**src/rtl/core/mwsp_pkg.sv**
```systemverilog
package mwsp_pkg;

	localparam int WHEEL_COUNT = 4;
	localparam int WHEEL_W     = $clog2(WHEEL_COUNT);
	localparam int STICK_W     = 11;
	localparam int WORD_W      = 16;
	localparam int GAIN_W      = 8;
	localparam int LIMIT_W     = 15;
	localparam int BAND_W      = 10;
	localparam int CFG_IDX_W   = 3;
	localparam int CFG_DATA_W  = 15;

	// Divider: the magnitude of a 16-bit signed value needs 17 bits, one bit per step.
	localparam int DIV_STEPS   = WORD_W + 1;
	localparam int DIV_CNT_W   = $clog2(DIV_STEPS);
	localparam int QUOT_W      = WORD_W + 2;

	// Working width of the drive sum: 25-bit and 26-bit products plus an 18-bit quotient.
	localparam int WIDE_W      = 28;
	localparam int MIX_W       = 20;

	localparam logic [GAIN_W-1:0]  PROP_GAIN_RST   = 8'd50;
	localparam logic [GAIN_W-1:0]  INT_DIV_RST     = 8'd5;
	localparam logic [GAIN_W-1:0]  DERIV_GAIN_RST  = 8'd3;
	localparam logic [LIMIT_W-1:0] OUT_LIMIT_RST   = 15'd25000;
	localparam logic [GAIN_W-1:0]  ROT_DIV_RST     = 8'd5;
	localparam logic [BAND_W-1:0]  ROT_BAND_RST    = 10'd10;
	localparam logic [GAIN_W-1:0]  YAW_DIV_RST     = 8'd15;

	typedef enum logic [CFG_IDX_W-1:0] {
		REG_PROP_GAIN  = 3'd0,
		REG_INT_DIV    = 3'd1,
		REG_DERIV_GAIN = 3'd2,
		REG_OUT_LIMIT  = 3'd3,
		REG_ROT_DIV    = 3'd4,
		REG_ROT_BAND   = 3'd5,
		REG_YAW_DIV    = 3'd6
	} cfg_reg_t;

	typedef enum logic [3:0] {
		OP_NONE,
		OP_LOAD,
		OP_ROT_FIX,
		OP_YAW_ADD,
		OP_TGT,
		OP_ERR,
		OP_SUM,
		OP_MUL,
		OP_ACC,
		OP_PUBLISH
	} dp_op_t;

	typedef enum logic [1:0] {
		DIV_ROT,
		DIV_YAW,
		DIV_SUM
	} div_sel_t;

	typedef enum logic [3:0] {
		ST_IDLE,
		ST_ROT_DIV,
		ST_ROT_WAIT,
		ST_YAW_DIV,
		ST_YAW_WAIT,
		ST_TGT,
		ST_ERR,
		ST_SUM,
		ST_INT_DIV,
		ST_INT_WAIT,
		ST_PUBLISH
	} ctl_state_t;

	typedef struct packed {
		logic signed [STICK_W-1:0] strafe_stick;
		logic signed [STICK_W-1:0] forward_stick;
		logic signed [STICK_W-1:0] rotate_stick;
		logic signed [WORD_W-1:0]  yaw_correction;
		logic signed [WORD_W-1:0]  speed_front_a;
		logic signed [WORD_W-1:0]  speed_front_b;
		logic signed [WORD_W-1:0]  speed_rear_a;
		logic signed [WORD_W-1:0]  speed_rear_b;
	} tick_item_t;

	typedef struct packed {
		logic signed [WORD_W-1:0] drive_front_a;
		logic signed [WORD_W-1:0] drive_front_b;
		logic signed [WORD_W-1:0] drive_rear_a;
		logic signed [WORD_W-1:0] drive_rear_b;
	} drive_item_t;

	typedef struct packed {
		dp_op_t             op;
		logic               div_start;
		div_sel_t           div_sel;
		logic [WHEEL_W-1:0] wheel;
	} ctl_cmd_t;

	typedef struct packed {
		logic div_done;
	} dp_status_t;

	function automatic logic signed [WORD_W-1:0] sat16(input logic signed [WIDE_W-1:0] v);
		logic signed [WORD_W-1:0] r;
		if (v > 28'sd32767) begin
			r = 16'sh7fff;
		end else if (v < -28'sd32768) begin
			r = -16'sh8000;
		end else begin
			r = v[WORD_W-1:0];
		end
		return r;
	endfunction

endpackage

```
**src/rtl/core/mwsp_if.sv**
```systemverilog
interface mwsp_tick_if;
	logic                                 valid;
	logic                                 ready;
	logic signed [mwsp_pkg::STICK_W-1:0]  strafe_stick;
	logic signed [mwsp_pkg::STICK_W-1:0]  forward_stick;
	logic signed [mwsp_pkg::STICK_W-1:0]  rotate_stick;
	logic signed [mwsp_pkg::WORD_W-1:0]   yaw_correction;
	logic signed [mwsp_pkg::WORD_W-1:0]   speed_front_a;
	logic signed [mwsp_pkg::WORD_W-1:0]   speed_front_b;
	logic signed [mwsp_pkg::WORD_W-1:0]   speed_rear_a;
	logic signed [mwsp_pkg::WORD_W-1:0]   speed_rear_b;

	modport source (
		output valid, strafe_stick, forward_stick, rotate_stick, yaw_correction,
		       speed_front_a, speed_front_b, speed_rear_a, speed_rear_b,
		input  ready
	);
	modport sink (
		input  valid, strafe_stick, forward_stick, rotate_stick, yaw_correction,
		       speed_front_a, speed_front_b, speed_rear_a, speed_rear_b,
		output ready
	);
endinterface

interface mwsp_drive_if;
	logic                               valid;
	logic                               ready;
	logic signed [mwsp_pkg::WORD_W-1:0] drive_front_a;
	logic signed [mwsp_pkg::WORD_W-1:0] drive_front_b;
	logic signed [mwsp_pkg::WORD_W-1:0] drive_rear_a;
	logic signed [mwsp_pkg::WORD_W-1:0] drive_rear_b;

	modport source (
		output valid, drive_front_a, drive_front_b, drive_rear_a, drive_rear_b,
		input  ready
	);
	modport sink (
		input  valid, drive_front_a, drive_front_b, drive_rear_a, drive_rear_b,
		output ready
	);
endinterface

interface mwsp_cfg_if;
	logic                              valid;
	logic                              ready;
	logic [mwsp_pkg::CFG_IDX_W-1:0]    index;
	logic [mwsp_pkg::CFG_DATA_W-1:0]   data;

	modport source (
		output valid, index, data,
		input  ready
	);
	modport sink (
		input  valid, index, data,
		output ready
	);
endinterface

```
**src/rtl/core/mwsp_div.sv**
```systemverilog
// Restoring divider, one quotient bit per cycle, truncating toward zero.
module mwsp_div (
	input  logic                                  clk,
	input  logic                                  arst_n,
	input  logic                                  start,
	input  logic signed [mwsp_pkg::WORD_W-1:0]    dividend,
	input  logic [mwsp_pkg::GAIN_W-1:0]           divisor,
	output logic signed [mwsp_pkg::QUOT_W-1:0]    quotient,
	output logic                                  done
);

	logic [mwsp_pkg::DIV_STEPS-1:0] quo_q;
	logic [mwsp_pkg::GAIN_W-1:0]    rem_q;
	logic [mwsp_pkg::GAIN_W-1:0]    dvs_q;
	logic [mwsp_pkg::DIV_CNT_W-1:0] cnt_q;
	logic                           busy_q;
	logic                           neg_q;
	logic                           done_q;

	logic signed [mwsp_pkg::DIV_STEPS-1:0] num_ext;
	logic [mwsp_pkg::DIV_STEPS-1:0]        num_mag;
	logic [mwsp_pkg::GAIN_W+1:0]           trial;
	logic signed [mwsp_pkg::QUOT_W-1:0]    quo_ext;

	always_comb begin
		num_ext = mwsp_pkg::DIV_STEPS'(dividend);
		num_mag = num_ext[mwsp_pkg::DIV_STEPS-1] ? unsigned'(-num_ext) : unsigned'(num_ext);
		trial   = {1'b0, rem_q, quo_q[mwsp_pkg::DIV_STEPS-1]} - {2'b00, dvs_q};
		quo_ext = signed'({1'b0, quo_q});
		quotient = neg_q ? -quo_ext : quo_ext;
	end

	assign done = done_q;

	always_ff @(posedge clk or negedge arst_n) begin
		if (!arst_n) begin
			busy_q <= 1'b0;
			done_q <= 1'b0;
			cnt_q  <= '0;
		end else begin
			done_q <= 1'b0;
			if (start) begin
				busy_q <= 1'b1;
				cnt_q  <= '0;
			end else if (busy_q) begin
				cnt_q <= cnt_q + 1'b1;
				if (cnt_q == mwsp_pkg::DIV_CNT_W'(mwsp_pkg::DIV_STEPS - 1)) begin
					busy_q <= 1'b0;
					done_q <= 1'b1;
				end
			end
		end
	end

	always_ff @(posedge clk) begin
		if (start) begin
			quo_q <= num_mag;
			rem_q <= '0;
			neg_q <= dividend[mwsp_pkg::WORD_W-1];
			dvs_q <= (divisor == '0) ? mwsp_pkg::GAIN_W'(1) : divisor;
		end else if (busy_q) begin
			if (!trial[mwsp_pkg::GAIN_W+1]) begin
				rem_q <= trial[mwsp_pkg::GAIN_W-1:0];
				quo_q <= {quo_q[mwsp_pkg::DIV_STEPS-2:0], 1'b1};
			end else begin
				rem_q <= {rem_q[mwsp_pkg::GAIN_W-2:0], quo_q[mwsp_pkg::DIV_STEPS-1]};
				quo_q <= {quo_q[mwsp_pkg::DIV_STEPS-2:0], 1'b0};
			end
		end
	end

endmodule

```
**src/rtl/core/mwsp_datapath.sv**
```systemverilog
// Operand registers, wheel state, configuration registers and the shared divider.
module mwsp_datapath (
	input  logic                                 clk,
	input  logic                                 arst_n,
	input  mwsp_pkg::ctl_cmd_t                   cmd,
	output mwsp_pkg::dp_status_t                 status,
	input  mwsp_pkg::tick_item_t                 item_in,
	output mwsp_pkg::drive_item_t                item_out,
	input  logic                                 cfg_we,
	input  logic [mwsp_pkg::CFG_IDX_W-1:0]       cfg_index,
	input  logic [mwsp_pkg::CFG_DATA_W-1:0]      cfg_data
);

	localparam int W  = mwsp_pkg::WORD_W;
	localparam int WW = mwsp_pkg::WIDE_W;
	localparam int MW = mwsp_pkg::MIX_W;
	localparam int QW = mwsp_pkg::QUOT_W;
	localparam int PW = mwsp_pkg::GAIN_W + 1 + W;
	localparam int DW = mwsp_pkg::GAIN_W + 2 + W;

	logic [mwsp_pkg::GAIN_W-1:0]  prop_gain_q;
	logic [mwsp_pkg::GAIN_W-1:0]  int_div_q;
	logic [mwsp_pkg::GAIN_W-1:0]  deriv_gain_q;
	logic [mwsp_pkg::LIMIT_W-1:0] out_limit_q;
	logic [mwsp_pkg::GAIN_W-1:0]  rot_div_q;
	logic [mwsp_pkg::BAND_W-1:0]  rot_band_q;
	logic [mwsp_pkg::GAIN_W-1:0]  yaw_div_q;

	logic signed [mwsp_pkg::STICK_W-1:0] strafe_q;
	logic signed [mwsp_pkg::STICK_W-1:0] fwd_q;
	logic signed [mwsp_pkg::STICK_W-1:0] rot_stick_q;
	logic signed [W-1:0]                 yaw_q;
	logic signed [W-1:0]                 spd_q [mwsp_pkg::WHEEL_COUNT];

	logic signed [QW-1:0] rot_q;
	logic signed [W-1:0]  tgt_q;
	logic signed [W-1:0]  err_q;
	logic signed [W-1:0]  sum_q;
	logic signed [W:0]    dif_q;
	logic signed [PW-1:0] pterm_q;
	logic signed [DW-1:0] dterm_q;
	logic signed [W-1:0]  drv_q [mwsp_pkg::WHEEL_COUNT];
	logic signed [W-1:0]  out_q [mwsp_pkg::WHEEL_COUNT];

	logic signed [W-1:0]  err_sum_q [mwsp_pkg::WHEEL_COUNT];
	logic signed [W-1:0]  prior_q [mwsp_pkg::WHEEL_COUNT];
	logic                 first_q;

	logic signed [W-1:0]          div_num;
	logic [mwsp_pkg::GAIN_W-1:0]  div_den;
	logic signed [QW-1:0]         div_quot;
	logic                         div_done;

	logic [QW-1:0]        quot_mag;
	logic signed [MW-1:0] f_ext, s_ext, mix;
	logic signed [W-1:0]  mix_sat;
	logic signed [W:0]    tgt_minus;
	logic signed [W:0]    sum_plus;
	logic signed [W:0]    dif_next;
	logic signed [WW-1:0] drv_wide;
	logic signed [W-1:0]  drv_sat;
	logic signed [W-1:0]  drv_lim;
	logic signed [W-1:0]  limit_s;

	mwsp_div u_div (
		.clk      (clk),
		.arst_n   (arst_n),
		.start    (cmd.div_start),
		.dividend (div_num),
		.divisor  (div_den),
		.quotient (div_quot),
		.done     (div_done)
	);

	assign status.div_done = div_done;

	always_comb begin
		unique case (cmd.div_sel)
			mwsp_pkg::DIV_ROT: begin
				div_num = W'(rot_stick_q);
				div_den = rot_div_q;
			end
			mwsp_pkg::DIV_YAW: begin
				div_num = yaw_q;
				div_den = yaw_div_q;
			end
			mwsp_pkg::DIV_SUM: begin
				div_num = sum_q;
				div_den = int_div_q;
			end
			default: begin
				div_num = sum_q;
				div_den = int_div_q;
			end
		endcase

		quot_mag = div_quot[QW-1] ? unsigned'(-div_quot) : unsigned'(div_quot);

		// Wheels one and two take the forward stick negated, two and three the strafe.
		f_ext = MW'(fwd_q);
		s_ext = MW'(strafe_q);
		if (cmd.wheel == mwsp_pkg::WHEEL_W'(1) || cmd.wheel == mwsp_pkg::WHEEL_W'(2)) begin
			f_ext = -f_ext;
		end
		if (cmd.wheel == mwsp_pkg::WHEEL_W'(2) || cmd.wheel == mwsp_pkg::WHEEL_W'(3)) begin
			s_ext = -s_ext;
		end
		mix     = f_ext + s_ext + MW'(rot_q);
		mix_sat = mwsp_pkg::sat16(WW'(mix));

		tgt_minus = (W+1)'(tgt_q) - (W+1)'(spd_q[cmd.wheel]);
		sum_plus  = (W+1)'(err_sum_q[cmd.wheel]) + (W+1)'(err_q);
		dif_next  = (W+1)'(err_q) - (W+1)'(prior_q[cmd.wheel]);

		drv_wide = WW'(pterm_q) + WW'(dterm_q) + WW'(div_quot);
		drv_sat  = mwsp_pkg::sat16(drv_wide);
		limit_s  = signed'({1'b0, out_limit_q});
		drv_lim  = (drv_sat > limit_s) ? limit_s : drv_sat;
	end

	assign item_out.drive_front_a = out_q[0];
	assign item_out.drive_front_b = out_q[1];
	assign item_out.drive_rear_a  = out_q[2];
	assign item_out.drive_rear_b  = out_q[3];

	always_ff @(posedge clk or negedge arst_n) begin
		if (!arst_n) begin
			prop_gain_q  <= mwsp_pkg::PROP_GAIN_RST;
			int_div_q    <= mwsp_pkg::INT_DIV_RST;
			deriv_gain_q <= mwsp_pkg::DERIV_GAIN_RST;
			out_limit_q  <= mwsp_pkg::OUT_LIMIT_RST;
			rot_div_q    <= mwsp_pkg::ROT_DIV_RST;
			rot_band_q   <= mwsp_pkg::ROT_BAND_RST;
			yaw_div_q    <= mwsp_pkg::YAW_DIV_RST;
		end else if (cfg_we) begin
			unique case (cfg_index)
				mwsp_pkg::REG_PROP_GAIN:  prop_gain_q  <= cfg_data[mwsp_pkg::GAIN_W-1:0];
				mwsp_pkg::REG_INT_DIV:    int_div_q    <= cfg_data[mwsp_pkg::GAIN_W-1:0];
				mwsp_pkg::REG_DERIV_GAIN: deriv_gain_q <= cfg_data[mwsp_pkg::GAIN_W-1:0];
				mwsp_pkg::REG_OUT_LIMIT:  out_limit_q  <= cfg_data[mwsp_pkg::LIMIT_W-1:0];
				mwsp_pkg::REG_ROT_DIV:    rot_div_q    <= cfg_data[mwsp_pkg::GAIN_W-1:0];
				mwsp_pkg::REG_ROT_BAND:   rot_band_q   <= cfg_data[mwsp_pkg::BAND_W-1:0];
				mwsp_pkg::REG_YAW_DIV:    yaw_div_q    <= cfg_data[mwsp_pkg::GAIN_W-1:0];
				default: begin
				end
			endcase
		end
	end

	always_ff @(posedge clk or negedge arst_n) begin
		if (!arst_n) begin
			for (int i = 0; i < mwsp_pkg::WHEEL_COUNT; i++) begin
				err_sum_q[i] <= '0;
				prior_q[i]   <= '0;
			end
			first_q <= 1'b1;
		end else begin
			if (cmd.op == mwsp_pkg::OP_ACC) begin
				err_sum_q[cmd.wheel] <= sum_q;
				prior_q[cmd.wheel]   <= err_q;
			end
			if (cmd.op == mwsp_pkg::OP_PUBLISH) begin
				first_q <= 1'b0;
			end
		end
	end

	always_ff @(posedge clk) begin
		unique case (cmd.op)
			mwsp_pkg::OP_LOAD: begin
				strafe_q    <= item_in.strafe_stick;
				fwd_q       <= item_in.forward_stick;
				rot_stick_q <= item_in.rotate_stick;
				yaw_q       <= item_in.yaw_correction;
				spd_q[0]    <= item_in.speed_front_a;
				spd_q[1]    <= item_in.speed_front_b;
				spd_q[2]    <= item_in.speed_rear_a;
				spd_q[3]    <= item_in.speed_rear_b;
			end
			mwsp_pkg::OP_ROT_FIX: begin
				rot_q <= (quot_mag < QW'(rot_band_q)) ? '0 : div_quot;
			end
			mwsp_pkg::OP_YAW_ADD: begin
				rot_q <= rot_q + div_quot;
			end
			mwsp_pkg::OP_TGT: begin
				tgt_q <= mix_sat;
			end
			mwsp_pkg::OP_ERR: begin
				err_q <= mwsp_pkg::sat16(WW'(tgt_minus));
			end
			mwsp_pkg::OP_SUM: begin
				sum_q <= mwsp_pkg::sat16(WW'(sum_plus));
				dif_q <= dif_next;
			end
			mwsp_pkg::OP_MUL: begin
				pterm_q <= signed'({1'b0, prop_gain_q}) * err_q;
				// The product must stay signed, so it is not mixed with an unsized zero.
				if (first_q) begin
					dterm_q <= '0;
				end else begin
					dterm_q <= signed'({1'b0, deriv_gain_q}) * dif_q;
				end
			end
			mwsp_pkg::OP_ACC: begin
				drv_q[cmd.wheel] <= drv_lim;
			end
			mwsp_pkg::OP_PUBLISH: begin
				for (int i = 0; i < mwsp_pkg::WHEEL_COUNT; i++) begin
					out_q[i] <= drv_q[i];
				end
			end
			default: begin
			end
		endcase
	end

endmodule

```
**src/rtl/core/mwsp_ctrl.sv**
```systemverilog
// Sequencer: one tick at a time, wheels visited in order.
module mwsp_ctrl (
	input  logic                 clk,
	input  logic                 arst_n,
	input  logic                 in_valid,
	output logic                 in_ready,
	output logic                 out_valid,
	input  logic                 out_ready,
	output mwsp_pkg::ctl_cmd_t   cmd,
	input  mwsp_pkg::dp_status_t status
);

	mwsp_pkg::ctl_state_t state_q, state_d;
	logic [mwsp_pkg::WHEEL_W-1:0] wheel_q, wheel_d;
	logic out_valid_q, out_valid_d;

	always_ff @(posedge clk or negedge arst_n) begin
		if (!arst_n) begin
			state_q     <= mwsp_pkg::ST_IDLE;
			wheel_q     <= '0;
			out_valid_q <= 1'b0;
		end else begin
			state_q     <= state_d;
			wheel_q     <= wheel_d;
			out_valid_q <= out_valid_d;
		end
	end

	assign out_valid = out_valid_q;

	always_comb begin
		state_d       = state_q;
		wheel_d       = wheel_q;
		out_valid_d   = out_valid_q && !out_ready;
		in_ready      = 1'b0;
		cmd.op        = mwsp_pkg::OP_NONE;
		cmd.div_start = 1'b0;
		cmd.div_sel   = mwsp_pkg::DIV_SUM;
		cmd.wheel     = wheel_q;

		unique case (state_q)
			mwsp_pkg::ST_IDLE: begin
				in_ready = 1'b1;
				if (in_valid) begin
					cmd.op  = mwsp_pkg::OP_LOAD;
					wheel_d = '0;
					state_d = mwsp_pkg::ST_ROT_DIV;
				end
			end
			mwsp_pkg::ST_ROT_DIV: begin
				cmd.div_start = 1'b1;
				cmd.div_sel   = mwsp_pkg::DIV_ROT;
				state_d       = mwsp_pkg::ST_ROT_WAIT;
			end
			mwsp_pkg::ST_ROT_WAIT: begin
				if (status.div_done) begin
					cmd.op  = mwsp_pkg::OP_ROT_FIX;
					state_d = mwsp_pkg::ST_YAW_DIV;
				end
			end
			mwsp_pkg::ST_YAW_DIV: begin
				cmd.div_start = 1'b1;
				cmd.div_sel   = mwsp_pkg::DIV_YAW;
				state_d       = mwsp_pkg::ST_YAW_WAIT;
			end
			mwsp_pkg::ST_YAW_WAIT: begin
				if (status.div_done) begin
					cmd.op  = mwsp_pkg::OP_YAW_ADD;
					state_d = mwsp_pkg::ST_TGT;
				end
			end
			mwsp_pkg::ST_TGT: begin
				cmd.op  = mwsp_pkg::OP_TGT;
				state_d = mwsp_pkg::ST_ERR;
			end
			mwsp_pkg::ST_ERR: begin
				cmd.op  = mwsp_pkg::OP_ERR;
				state_d = mwsp_pkg::ST_SUM;
			end
			mwsp_pkg::ST_SUM: begin
				cmd.op  = mwsp_pkg::OP_SUM;
				state_d = mwsp_pkg::ST_INT_DIV;
			end
			mwsp_pkg::ST_INT_DIV: begin
				cmd.op        = mwsp_pkg::OP_MUL;
				cmd.div_start = 1'b1;
				cmd.div_sel   = mwsp_pkg::DIV_SUM;
				state_d       = mwsp_pkg::ST_INT_WAIT;
			end
			mwsp_pkg::ST_INT_WAIT: begin
				if (status.div_done) begin
					cmd.op  = mwsp_pkg::OP_ACC;
					wheel_d = wheel_q + 1'b1;
					if (wheel_q == mwsp_pkg::WHEEL_W'(mwsp_pkg::WHEEL_COUNT - 1)) begin
						state_d = mwsp_pkg::ST_PUBLISH;
					end else begin
						state_d = mwsp_pkg::ST_TGT;
					end
				end
			end
			mwsp_pkg::ST_PUBLISH: begin
				if (!out_valid_q || out_ready) begin
					cmd.op      = mwsp_pkg::OP_PUBLISH;
					out_valid_d = 1'b1;
					state_d     = mwsp_pkg::ST_IDLE;
				end
			end
			default: begin
				state_d = mwsp_pkg::ST_IDLE;
			end
		endcase
	end

endmodule

```
**src/rtl/core/mecanum_wheel_speed_pid_core.sv**
```systemverilog
// Channel  Role   Carries
// -------  -----  -------------------------------------------------------------
// tick     sink   three stick offsets, yaw correction, four measured wheel speeds
// drive    source four clamped wheel drive commands, one request per tick
// cfg      sink   register index and write data, always ready
//
// Each tick passes through the shared 17-step restoring divider six times, which
// sets how long it takes from acceptance to a valid drive request; the next tick
// can be accepted once that drive request is valid.
// Reset loads the configuration defaults, clears the wheel error state and sets
// the first-tick flag; nothing else needs a clearing pass.
// A finished drive request waits in its output register; the next tick is taken
// and worked on meanwhile, and only its final publish step stalls on that register.

// Top level of the mecanum mixer with four wheel speed PID loops.
//
// The controller walks each tick through a fixed sequence. The rotate stick is
// divided by its scale, forced to zero inside the deadband, and the scaled yaw
// correction is added to it. Then, for each wheel in turn, the mixed target is
// saturated, the speed error and the saturating error sum are formed, the
// proportional and derivative products are taken while the divider scales the
// error sum, and the three terms are added, saturated and clamped at the limit.
// The derivative term is left out on the first tick after reset.
module mecanum_wheel_speed_pid_core (
	input logic          clk,
	input logic          arst_n,
	mwsp_tick_if.sink    tick,
	mwsp_drive_if.source drive,
	mwsp_cfg_if.sink     cfg
);

	mwsp_pkg::ctl_cmd_t    cmd;
	mwsp_pkg::dp_status_t  status;
	mwsp_pkg::tick_item_t  item_in;
	mwsp_pkg::drive_item_t item_out;

	// Configuration writes are taken in any cycle and land in their register at the next clock edge.
	assign cfg.ready = 1'b1;

	assign item_in.strafe_stick   = tick.strafe_stick;
	assign item_in.forward_stick  = tick.forward_stick;
	assign item_in.rotate_stick   = tick.rotate_stick;
	assign item_in.yaw_correction = tick.yaw_correction;
	assign item_in.speed_front_a  = tick.speed_front_a;
	assign item_in.speed_front_b  = tick.speed_front_b;
	assign item_in.speed_rear_a   = tick.speed_rear_a;
	assign item_in.speed_rear_b   = tick.speed_rear_b;

	assign drive.drive_front_a = item_out.drive_front_a;
	assign drive.drive_front_b = item_out.drive_front_b;
	assign drive.drive_rear_a  = item_out.drive_rear_a;
	assign drive.drive_rear_b  = item_out.drive_rear_b;

	mwsp_ctrl u_ctrl (
		.clk       (clk),
		.arst_n    (arst_n),
		.in_valid  (tick.valid),
		.in_ready  (tick.ready),
		.out_valid (drive.valid),
		.out_ready (drive.ready),
		.cmd       (cmd),
		.status    (status)
	);

	mwsp_datapath u_datapath (
		.clk       (clk),
		.arst_n    (arst_n),
		.cmd       (cmd),
		.status    (status),
		.item_in   (item_in),
		.item_out  (item_out),
		.cfg_we    (cfg.valid),
		.cfg_index (cfg.index),
		.cfg_data  (cfg.data)
	);

endmodule

```
**src/flat_wrapper.sv**
```systemverilog
// flat-port wrapper written by rule: the top's interface ports become plain ports
module mecanum_wheel_speed_pid_core_flat 
  (clk, arst_n, tick_valid, tick_strafe_stick, tick_forward_stick, tick_rotate_stick, tick_yaw_correction, tick_speed_front_a, tick_speed_front_b, tick_speed_rear_a, tick_speed_rear_b, tick_ready, drive_valid, drive_drive_front_a, drive_drive_front_b, drive_drive_rear_a, drive_drive_rear_b, drive_ready, cfg_valid, cfg_index, cfg_data, cfg_ready);
  mwsp_tick_if tick_i ();
  mwsp_drive_if drive_i ();
  mwsp_cfg_if cfg_i ();
  input logic clk;
  input logic arst_n;
  input wire logic [$bits(tick_i.valid)-1:0] tick_valid;
  input wire logic [$bits(tick_i.strafe_stick)-1:0] tick_strafe_stick;
  input wire logic [$bits(tick_i.forward_stick)-1:0] tick_forward_stick;
  input wire logic [$bits(tick_i.rotate_stick)-1:0] tick_rotate_stick;
  input wire logic [$bits(tick_i.yaw_correction)-1:0] tick_yaw_correction;
  input wire logic [$bits(tick_i.speed_front_a)-1:0] tick_speed_front_a;
  input wire logic [$bits(tick_i.speed_front_b)-1:0] tick_speed_front_b;
  input wire logic [$bits(tick_i.speed_rear_a)-1:0] tick_speed_rear_a;
  input wire logic [$bits(tick_i.speed_rear_b)-1:0] tick_speed_rear_b;
  output wire logic [$bits(tick_i.ready)-1:0] tick_ready;
  output wire logic [$bits(drive_i.valid)-1:0] drive_valid;
  output wire logic [$bits(drive_i.drive_front_a)-1:0] drive_drive_front_a;
  output wire logic [$bits(drive_i.drive_front_b)-1:0] drive_drive_front_b;
  output wire logic [$bits(drive_i.drive_rear_a)-1:0] drive_drive_rear_a;
  output wire logic [$bits(drive_i.drive_rear_b)-1:0] drive_drive_rear_b;
  input wire logic [$bits(drive_i.ready)-1:0] drive_ready;
  input wire logic [$bits(cfg_i.valid)-1:0] cfg_valid;
  input wire logic [$bits(cfg_i.index)-1:0] cfg_index;
  input wire logic [$bits(cfg_i.data)-1:0] cfg_data;
  output wire logic [$bits(cfg_i.ready)-1:0] cfg_ready;
  assign tick_i.valid = tick_valid;
  assign tick_i.strafe_stick = tick_strafe_stick;
  assign tick_i.forward_stick = tick_forward_stick;
  assign tick_i.rotate_stick = tick_rotate_stick;
  assign tick_i.yaw_correction = tick_yaw_correction;
  assign tick_i.speed_front_a = tick_speed_front_a;
  assign tick_i.speed_front_b = tick_speed_front_b;
  assign tick_i.speed_rear_a = tick_speed_rear_a;
  assign tick_i.speed_rear_b = tick_speed_rear_b;
  assign tick_ready = tick_i.ready;
  assign drive_valid = drive_i.valid;
  assign drive_drive_front_a = drive_i.drive_front_a;
  assign drive_drive_front_b = drive_i.drive_front_b;
  assign drive_drive_rear_a = drive_i.drive_rear_a;
  assign drive_drive_rear_b = drive_i.drive_rear_b;
  assign drive_i.ready = drive_ready;
  assign cfg_i.valid = cfg_valid;
  assign cfg_i.index = cfg_index;
  assign cfg_i.data = cfg_data;
  assign cfg_ready = cfg_i.ready;
  mecanum_wheel_speed_pid_core u_core (.clk(clk), .arst_n(arst_n), .tick(tick_i), .drive(drive_i), .cfg(cfg_i));
endmodule
```
**config.mk**
```make
export PLATFORM = sky130hd
export DESIGN_NAME = mecanum_wheel_speed_pid_core_flat
export DESIGN_NICKNAME = d
export VERILOG_FILES = /design/src/rtl/core/mwsp_pkg.sv /design/src/rtl/core/mwsp_if.sv /design/src/rtl/core/mwsp_div.sv /design/src/rtl/core/mwsp_datapath.sv /design/src/rtl/core/mwsp_ctrl.sv /design/src/rtl/core/mecanum_wheel_speed_pid_core.sv /design/src/flat_wrapper.sv
export SDC_FILE = /design/constraint.sdc
export NUM_CORES = 2
export LEC_CHECK = 0
export CAP_MARGIN = 10
export CORE_MARGIN = 1.5
export CORE_UTILIZATION = 45
export DETAILED_ROUTE_END_ITERATION = 16
export DONT_BUFFER_PORTS = 1
export HOLD_SLACK_MARGIN = 0.15
export PLACE_DENSITY = 0.58
export SYNTH_ARGS = -nofsm -noshare
export SYNTH_HDL_FRONTEND = slang
export SYNTH_SLANG_ARGS = --single-unit
```
**constraint.sdc**
```tcl
create_clock -name clk -period 7.3 [get_ports clk]
set_clock_uncertainty 0.1 [all_clocks]
set_input_delay 0 -clock clk [delete_from_list [all_inputs] [get_ports clk]]
set_output_delay 0 -clock clk [all_outputs]
set_load 0.02 [all_outputs]
```
* Word-level counts from Yosys, hierarchy flattened
Memories as Yosys holds them, arrays and structs flattened.
Cells that the tools add are included.
W data, S select, Z words.
** Storage, ports and cells
- Bits in registers :: 425
- RAM bits :: 192
- Input bits :: 136
- Output and inout port bits :: 67
- Word-level logic and storage cells :: 192
- Memories :: 3
** Operators by class
- Add/sub/neg operators :: 16
- Multiply operators :: 2
- Magnitude comparators :: 12
- Equal/unequal tests :: 35
- Mux-type cells :: 63
- Bitwise operators :: 1
- Reductions and logical operators :: 23
** Memories
- u_core.u_datapath.drv_q :: depth 4, bits a word 16, rd ports 4, clocked after memory_dff 0, write ports 1, RTL line mwsp_datapath.sv:42 : logic signed [W-1:0] drv_q [mwsp_pkg::WHEEL_COUNT];
- u_core.u_datapath.out_q :: depth 4, bits a word 16, rd ports 4, clocked after memory_dff 0, write ports 4, RTL line mwsp_datapath.sv:43 : logic signed [W-1:0] out_q [mwsp_pkg::WHEEL_COUNT];
- u_core.u_datapath.spd_q :: depth 4, bits a word 16, rd ports 1, clocked after memory_dff 0, write ports 4, RTL line mwsp_datapath.sv:33 : logic signed [W-1:0] spd_q [mwsp_pkg::WHEEL_COUNT];
** Operators with widths (number)
- $mux W16 :: 11
- $bwmux W64 :: 2
- $bmux W16 S2 :: 2
- $mux W18 :: 3
- $mux W17 :: 3
- $pmux W4 S11 :: 1
- $mux W20 :: 2
- $neg A11 Y20 :: 2
- $pmux W18 S2 :: 1
- $pmux W4 S9 :: 1
- $gt A17 B16 Y1 const B :: 2
- $lt A17 B16 Y1 const B :: 2
- $sub A16 B16 Y17 :: 2
- $demux W16 S2 :: 1
- $eq A4 B3 Y1 const B :: 8
- $mux W4 :: 8
- $pmux W16 S2 :: 1
- $add A27 B18 Y28 :: 1
- $gt A28 B16 Y1 const B :: 1
- $lt A28 B16 Y1 const B :: 1
- $add A25 B26 Y27 :: 1
- $mul A9 B17 Y26 :: 1
- $mul A9 B16 Y25 :: 1
- $add A20 B18 Y20 :: 1
- other kinds (44) :: 93

* Depth between registers and ports, before layout
- Depth after elaboration :: 8
- Gate-level depth with buffers :: 36
- Depth with buffers taken out :: 29

* Modules after synthesis
From an unflattened synthesis, not the netlist that was laid out.
** Second synthesis, totals
- Cell total of the unflattened synthesis :: 3645
- Area total of the unflattened synthesis :: 41626.2 um^2
** By module, submodules not included
- mwsp_datapath :: instances 1, cells each 3284, area each 38319.3 um^2, sequential area each 16143.0 um^2
- mwsp_div :: instances 1, cells each 282, area each 2666.3 um^2, sequential area each 1116.1 um^2
- mwsp_ctrl :: instances 1, cells each 77, area each 629.4 um^2, sequential area each 175.2 um^2
- mecanum_wheel_speed_pid_core :: instances 1, cells each 2, area each 11.3 um^2, sequential area each 0.0 um^2

* Least setup slack after synthesis
OpenSTA, ideal clock, no wires.
- Kind :: reg2reg
- Start point :: register u_core.u_datapath.u_div.quo_q[5] in the netlist's numbering
- End point :: memory u_core.u_datapath.drv_q[0][14] in the netlist's numbering, data pin
- Setup time :: 0.266 ns
- Arrival time :: 7.109 ns
- Data required time :: 6.934 ns
- Setup slack :: -0.175 ns
- Cell stages (with the launch flop) :: 35
- Path buffers :: 7
- Clock period less this slack :: 7.475 ns
- Cells stage by stage :: edfxtp_1 -> buf_6 -> or4_1 -> buf_2 -> nor4_1 -> nand2_1 -> nor3_1 -> nor2b_1 -> clkbuf_1 -> inv_1 -> buf_2 -> fa_1 -> inv_1 -> ha_1 -> clkbuf_1 -> a21o_1 -> a21oi_1 -> o211ai_1 -> a311oi_1 -> o211ai_1 -> nor4_1 -> a41oi_1 -> clkbuf_1 -> a21oi_1 -> ha_1 -> nor2b_1 -> o21ai_0 -> nand2b_1 -> a21oi_1 -> o21ai_0 -> a21oi_1 -> o21ai_0 -> o2111ai_1 -> clkbuf_1 -> mux2_2
** Between the ends
- Longest elaborated chain between the ends :: 8
- Elaborated cells on any way between the ends :: 9
- Classes of those cells :: add/sub (2); order compare (3); mux (4)
** RTL lines
- from (decl) :: RTL line mwsp_div.sv:12 : logic [mwsp_pkg::DIV_STEPS-1:0] quo_q;
- from (signal assigned) :: RTL line mwsp_div.sv:57 : quo_q <= num_mag;
- from (signal assigned) :: RTL line mwsp_div.sv:64 : quo_q <= {quo_q[mwsp_pkg::DIV_STEPS-2:0], 1'b1};
- from (signal assigned) :: RTL line mwsp_div.sv:67 : quo_q <= {quo_q[mwsp_pkg::DIV_STEPS-2:0], 1'b0};
- $neg A17 Y18 :: RTL line mwsp_div.sv:30 : quotient = neg_q ? -quo_ext : quo_ext;
- $mux W18 (*) :: RTL line mwsp_div.sv:30
- $add A27 B18 Y28 (*) :: RTL line mwsp_datapath.sv:115 : drv_wide = WW'(pterm_q) + WW'(dterm_q) + WW'(div_quot);
- $lt A28 B16 Y1 :: RTL line mwsp_pkg.sv:106 : end else if (v < -28'sd32768) begin
- $mux W16 :: RTL line mwsp_pkg.sv:106
- $mux W16 (*) :: RTL line mwsp_pkg.sv:104 : if (v > 28'sd32767) begin
- $gt A16 B16 Y1 :: RTL line mwsp_datapath.sv:118 : drv_lim = (drv_sat > limit_s) ? limit_s : drv_sat;
- $mux W16 (*) :: RTL line mwsp_datapath.sv:118
- named net u_core.u_datapath.drv_lim[14] :: RTL line mwsp_datapath.sv:62 : logic signed [W-1:0] drv_lim;
- to (decl) :: RTL line mwsp_datapath.sv:42
The timed path passes the listed nets; every way through them passes the cells marked *.

* Worst setup path after layout
- Start point :: register u_core.u_datapath.u_div.quo_q[6] in the netlist's numbering
- End point :: memory u_core.u_datapath.drv_q[1][2] in the netlist's numbering, data pin
The elaborated chain is that of the path after synthesis.

==> impl_results.md <==
* Status: finished clean
* Vias per cell at 5.358
* Post-Syn Nets at 4,288
* Total power at 14.66 mW
* Wire length per cell at 20.52 µm
* Worst Setup End Kind: flop
* Int Power at 9.332 mW
* Kind of critical path: flop to flop
* Fillers at 7,878
* Starting DRC count in detailed routing at 1,661
* Nets at 4,606
* Ys flop type: edfxtp_1
* Antenna Nets Post-Route at 0
* Top cells by area, synth: edfxtp_1, fa_1, dfrtp_1
* Comb power frac at 0.450
* IO buf count at 0
* Post-synth top area cell: edfxtp_1
* I/O pin count at 203
* Vias in the first global route at 28.38k
* Pre-CTS setup slack at -96.27 ps
* Post-synth EDFFs at 401
* Multi-input logic area at 21,860 µm²
* Top post-synthesis cells by count: inv_1, edfxtp_1, fa_1
* CTS tree: yes
* DPL Wire Length at 77.28 mm
* Gr usage total at 0.2303
* Cells after DPL at 4,798
* Number of synthesized register bits at 617
* Leak at 20.89 nW
* Min setup slack post-route at 346.9 ps
* HP Class: input port to flop
* Layout Cells excl Fill at 5,200
* First-pass GRT wire length at 167.1 mm
* Fin crit share at 0.9525
* Hold Slack at 250.8 ps
* Req. time, crit path at 7580 ps
* DR pass1 iterations at 5
* Slew margin rel. at 0.2567
* Clock power share at 0.252
* Die X at 306.6 µm
* Peak Freq at 143.8 MHz
* Unrepaired setup endpoints after global routing: false
* Clock transition at path regs at 60 ps
* Synth top area share at 0.2903
* Post-Syn Area per Cell at 11.40 µm²
* Worst Max-Slew Pin Slew at 1111 ps
* Post-synthesis cell area at 41,480 µm²
* Cells after Synth at 3,637
* Number of cell rows at 111
* Worst-Skew Late Latency at 650 ps
* Register area at 17,440 µm²
* Initial Util at 0.4532
* YS warnings at 0
* Area growth syn-to-layout at 17.01%
* Post-route minimum period at 6953 ps
* Switching Share at 0.3634
* Ys async rst share at 0.3371
* CTS Buf Count at 71
* Die Area at 94,000 µm²
* Most common cell in the netlist: inv_1
* Distinct cells, synth at 86
* Sequential power share at 0.298
* Htree depth at 3
* Root Buffer: clkbuf_16
* DRC viols at 0
* Max Root-Sink Buffers at 3
* Largest net degree at the start of global routing at 187
* CP max FO at 13
* Power per Cell Area at 302.0 nW/µm²
* Sequential share of the synthesized area at 0.4203
* Arrival @ worst endpoint at 7230 ps
* Max_cap viols at 0
* Height of the chip at 306.6 µm
* Initial antenna violation count at 1
* CTS sink cnt at 617
* Vias at 27.86k
* Final hold viol count at 0
* Core area at 91,520 µm²
* Max rail drop VDD at 0.3459 mV
* Layout cells sized above 1 at 0.1368
* # setup viols final at 0
* Startpoint types: flop
* Max Slew Vio Count at 0
* Routed wire length at 106.7 mm
* Overflow after GRT at 0
* GPL Wtd Cong at 0.8946
* Switch Pwr at 5.327 mW
state kept, by name, summed over array words and instances (netlist names), 10 cells and up:
| signal | flops |
|---|---|
| u_core.u_datapath.dif_q | 17 |
| u_core.u_datapath.drv_q | 64 |
| u_core.u_datapath.dterm_q | 26 |
| u_core.u_datapath.err_q | 16 |
| u_core.u_datapath.err_sum_q | 64 |
| u_core.u_datapath.fwd_q | 11 |
| u_core.u_datapath.out_limit_q | 15 |
| u_core.u_datapath.out_q | 64 |
| u_core.u_datapath.prior_q | 64 |
| u_core.u_datapath.pterm_q | 25 |
| u_core.u_datapath.rot_band_q | 10 |
| u_core.u_datapath.rot_q | 18 |
| u_core.u_datapath.rot_stick_q | 11 |
| u_core.u_datapath.spd_q | 64 |
| u_core.u_datapath.strafe_q | 11 |
| u_core.u_datapath.sum_q | 16 |
| u_core.u_datapath.tgt_q | 16 |
| u_core.u_datapath.u_div.quo_q | 17 |
| u_core.u_datapath.yaw_q | 16 |
through the flow:
step	TNS (ps)	cell area, µm²	util
global placement	0	43270	0.4727
CTS	0	48440	0.5292
global route	0	48530	0.5302
finish	0	48530	0.5303
floorplan	0	41480	-
detailed placement	-2386	43270	0.4727
timing repair:
| item | CTS | global route |
|---|---|---|
| resized for setup | 3 | 24 |
| buffers inserted | 0 | 2 |
| endpoints found under the hold margin | 437 | 0 |
| hold buffers | 268 | 0 |
| pin swaps | 0 | 12 |
| setup endpoints to repair | 60 | 60 |
power groups by stage:
stage / combinational [mW] / clock [mW] / sequential [mW]
5_1_grt: 7.60 / 3.91 / 4.38
3_5_place_dp: 6.45 / 0 / 4.44
6_report: 6.60 / 3.69 / 4.37
3_3_place_gp: 6.40 / 0 / 4.44
4_1_cts: 6.68 / 3.77 / 4.37
2_1_floorplan: 5.16 / 0 / 4.32
critical path, cell delays in order, from the launching register on:
cell       delay [ps]
edfxtp_1          380
or4_4             580
or3_4             410
o41a_1            350
xnor2_2           150
inv_1              90
fa_1              490
ha_2              320
a21oi_1           200
o311ai_0          170
a21oi_1           300
o211ai_1          150
a311oi_2          300
o211ai_1          160
nor4_4            270
a41oi_2           250
buf_4             220
o21ai_2           160
ha_1              260
nor2b_1           130
o21ai_0           190
o211ai_1          120
a21oi_1           140
o21ai_1            80
o2111ai_2         130
buf_12            180
mux2_2            380
routing by layer:
layer	track usage	share of wire
met5	0	0
met2	0.3871	0.49
met1	0.3138	0.45
met3	0.02888	0.039
met4	0.06539	0.024
cell type report:
class | count | area share
multi-input cells | 2409 | 0.4505
flip-flops and latches | 617 | 0.3593
repair buffers | 367 | 0.07157
clock buffers | 94 | 0.04006
inverters | 489 | 0.03782
well taps | 1186 | 0.03058
clock inverters | 37 | 0.01008
diodes | 1 | 0.00005156
path summary, 6_finish.rpt:
check	from	endpoint	slack (ps)	cells past startpoint
min	cfg_index[0]	u_core.u_datapath.int_div_q[6]	250	3
min reg2reg	u_core.u_datapath.drv_q[0][15]	u_core.u_datapath.out_q[0][15]	320	0
max in group asynchronous	arst_n	u_core.u_ctrl.wheel_q[0]	5530	4
min in group asynchronous	arst_n	u_core.u_datapath.int_div_q[0]	520	3
max reg2reg	u_core.u_datapath.u_div.quo_q[6]	u_core.u_datapath.drv_q[1][2]	350	26
max	u_core.u_datapath.u_div.quo_q[6]	u_core.u_datapath.drv_q[1][2]	350	26
layout by cell type (no fill, tap or decap), types with 26 or more instances in the layout:
| cell type | count |
|---|---|
| mux2_2 | 199 |
| mux4_2 | 48 |
| nand3_1 | 36 |
| a21oi_1 | 147 |
| dlygate4sd3_1 | 266 |
| a211oi_1 | 26 |
| buf_4 | 98 |
| nor2b_1 | 40 |
| o21ai_0 | 142 |
| nor2_1 | 172 |
| a21o_1 | 51 |
| and2_1 | 179 |
| edfxtp_1 | 401 |
| ha_1 | 251 |
| clkbuf_16 | 72 |
| xor2_1 | 82 |
| dfrtp_1 | 184 |
| inv_1 | 487 |
| nand2_1 | 213 |
| o21a_1 | 31 |
| xnor2_1 | 107 |
| fa_1 | 262 |
| nand2b_1 | 38 |
| nor3_1 | 68 |
logic make-up after synthesis:
group,synth area share
mux,0.08443
compound gates,0.09089
fa+ha+maj,0.2028
other cells,0.00009041
flops,0.4203
xor+xnor,0.04030
simple gates,0.1052
buf+inv,0.05605
(Power assumes the default switching activity.)
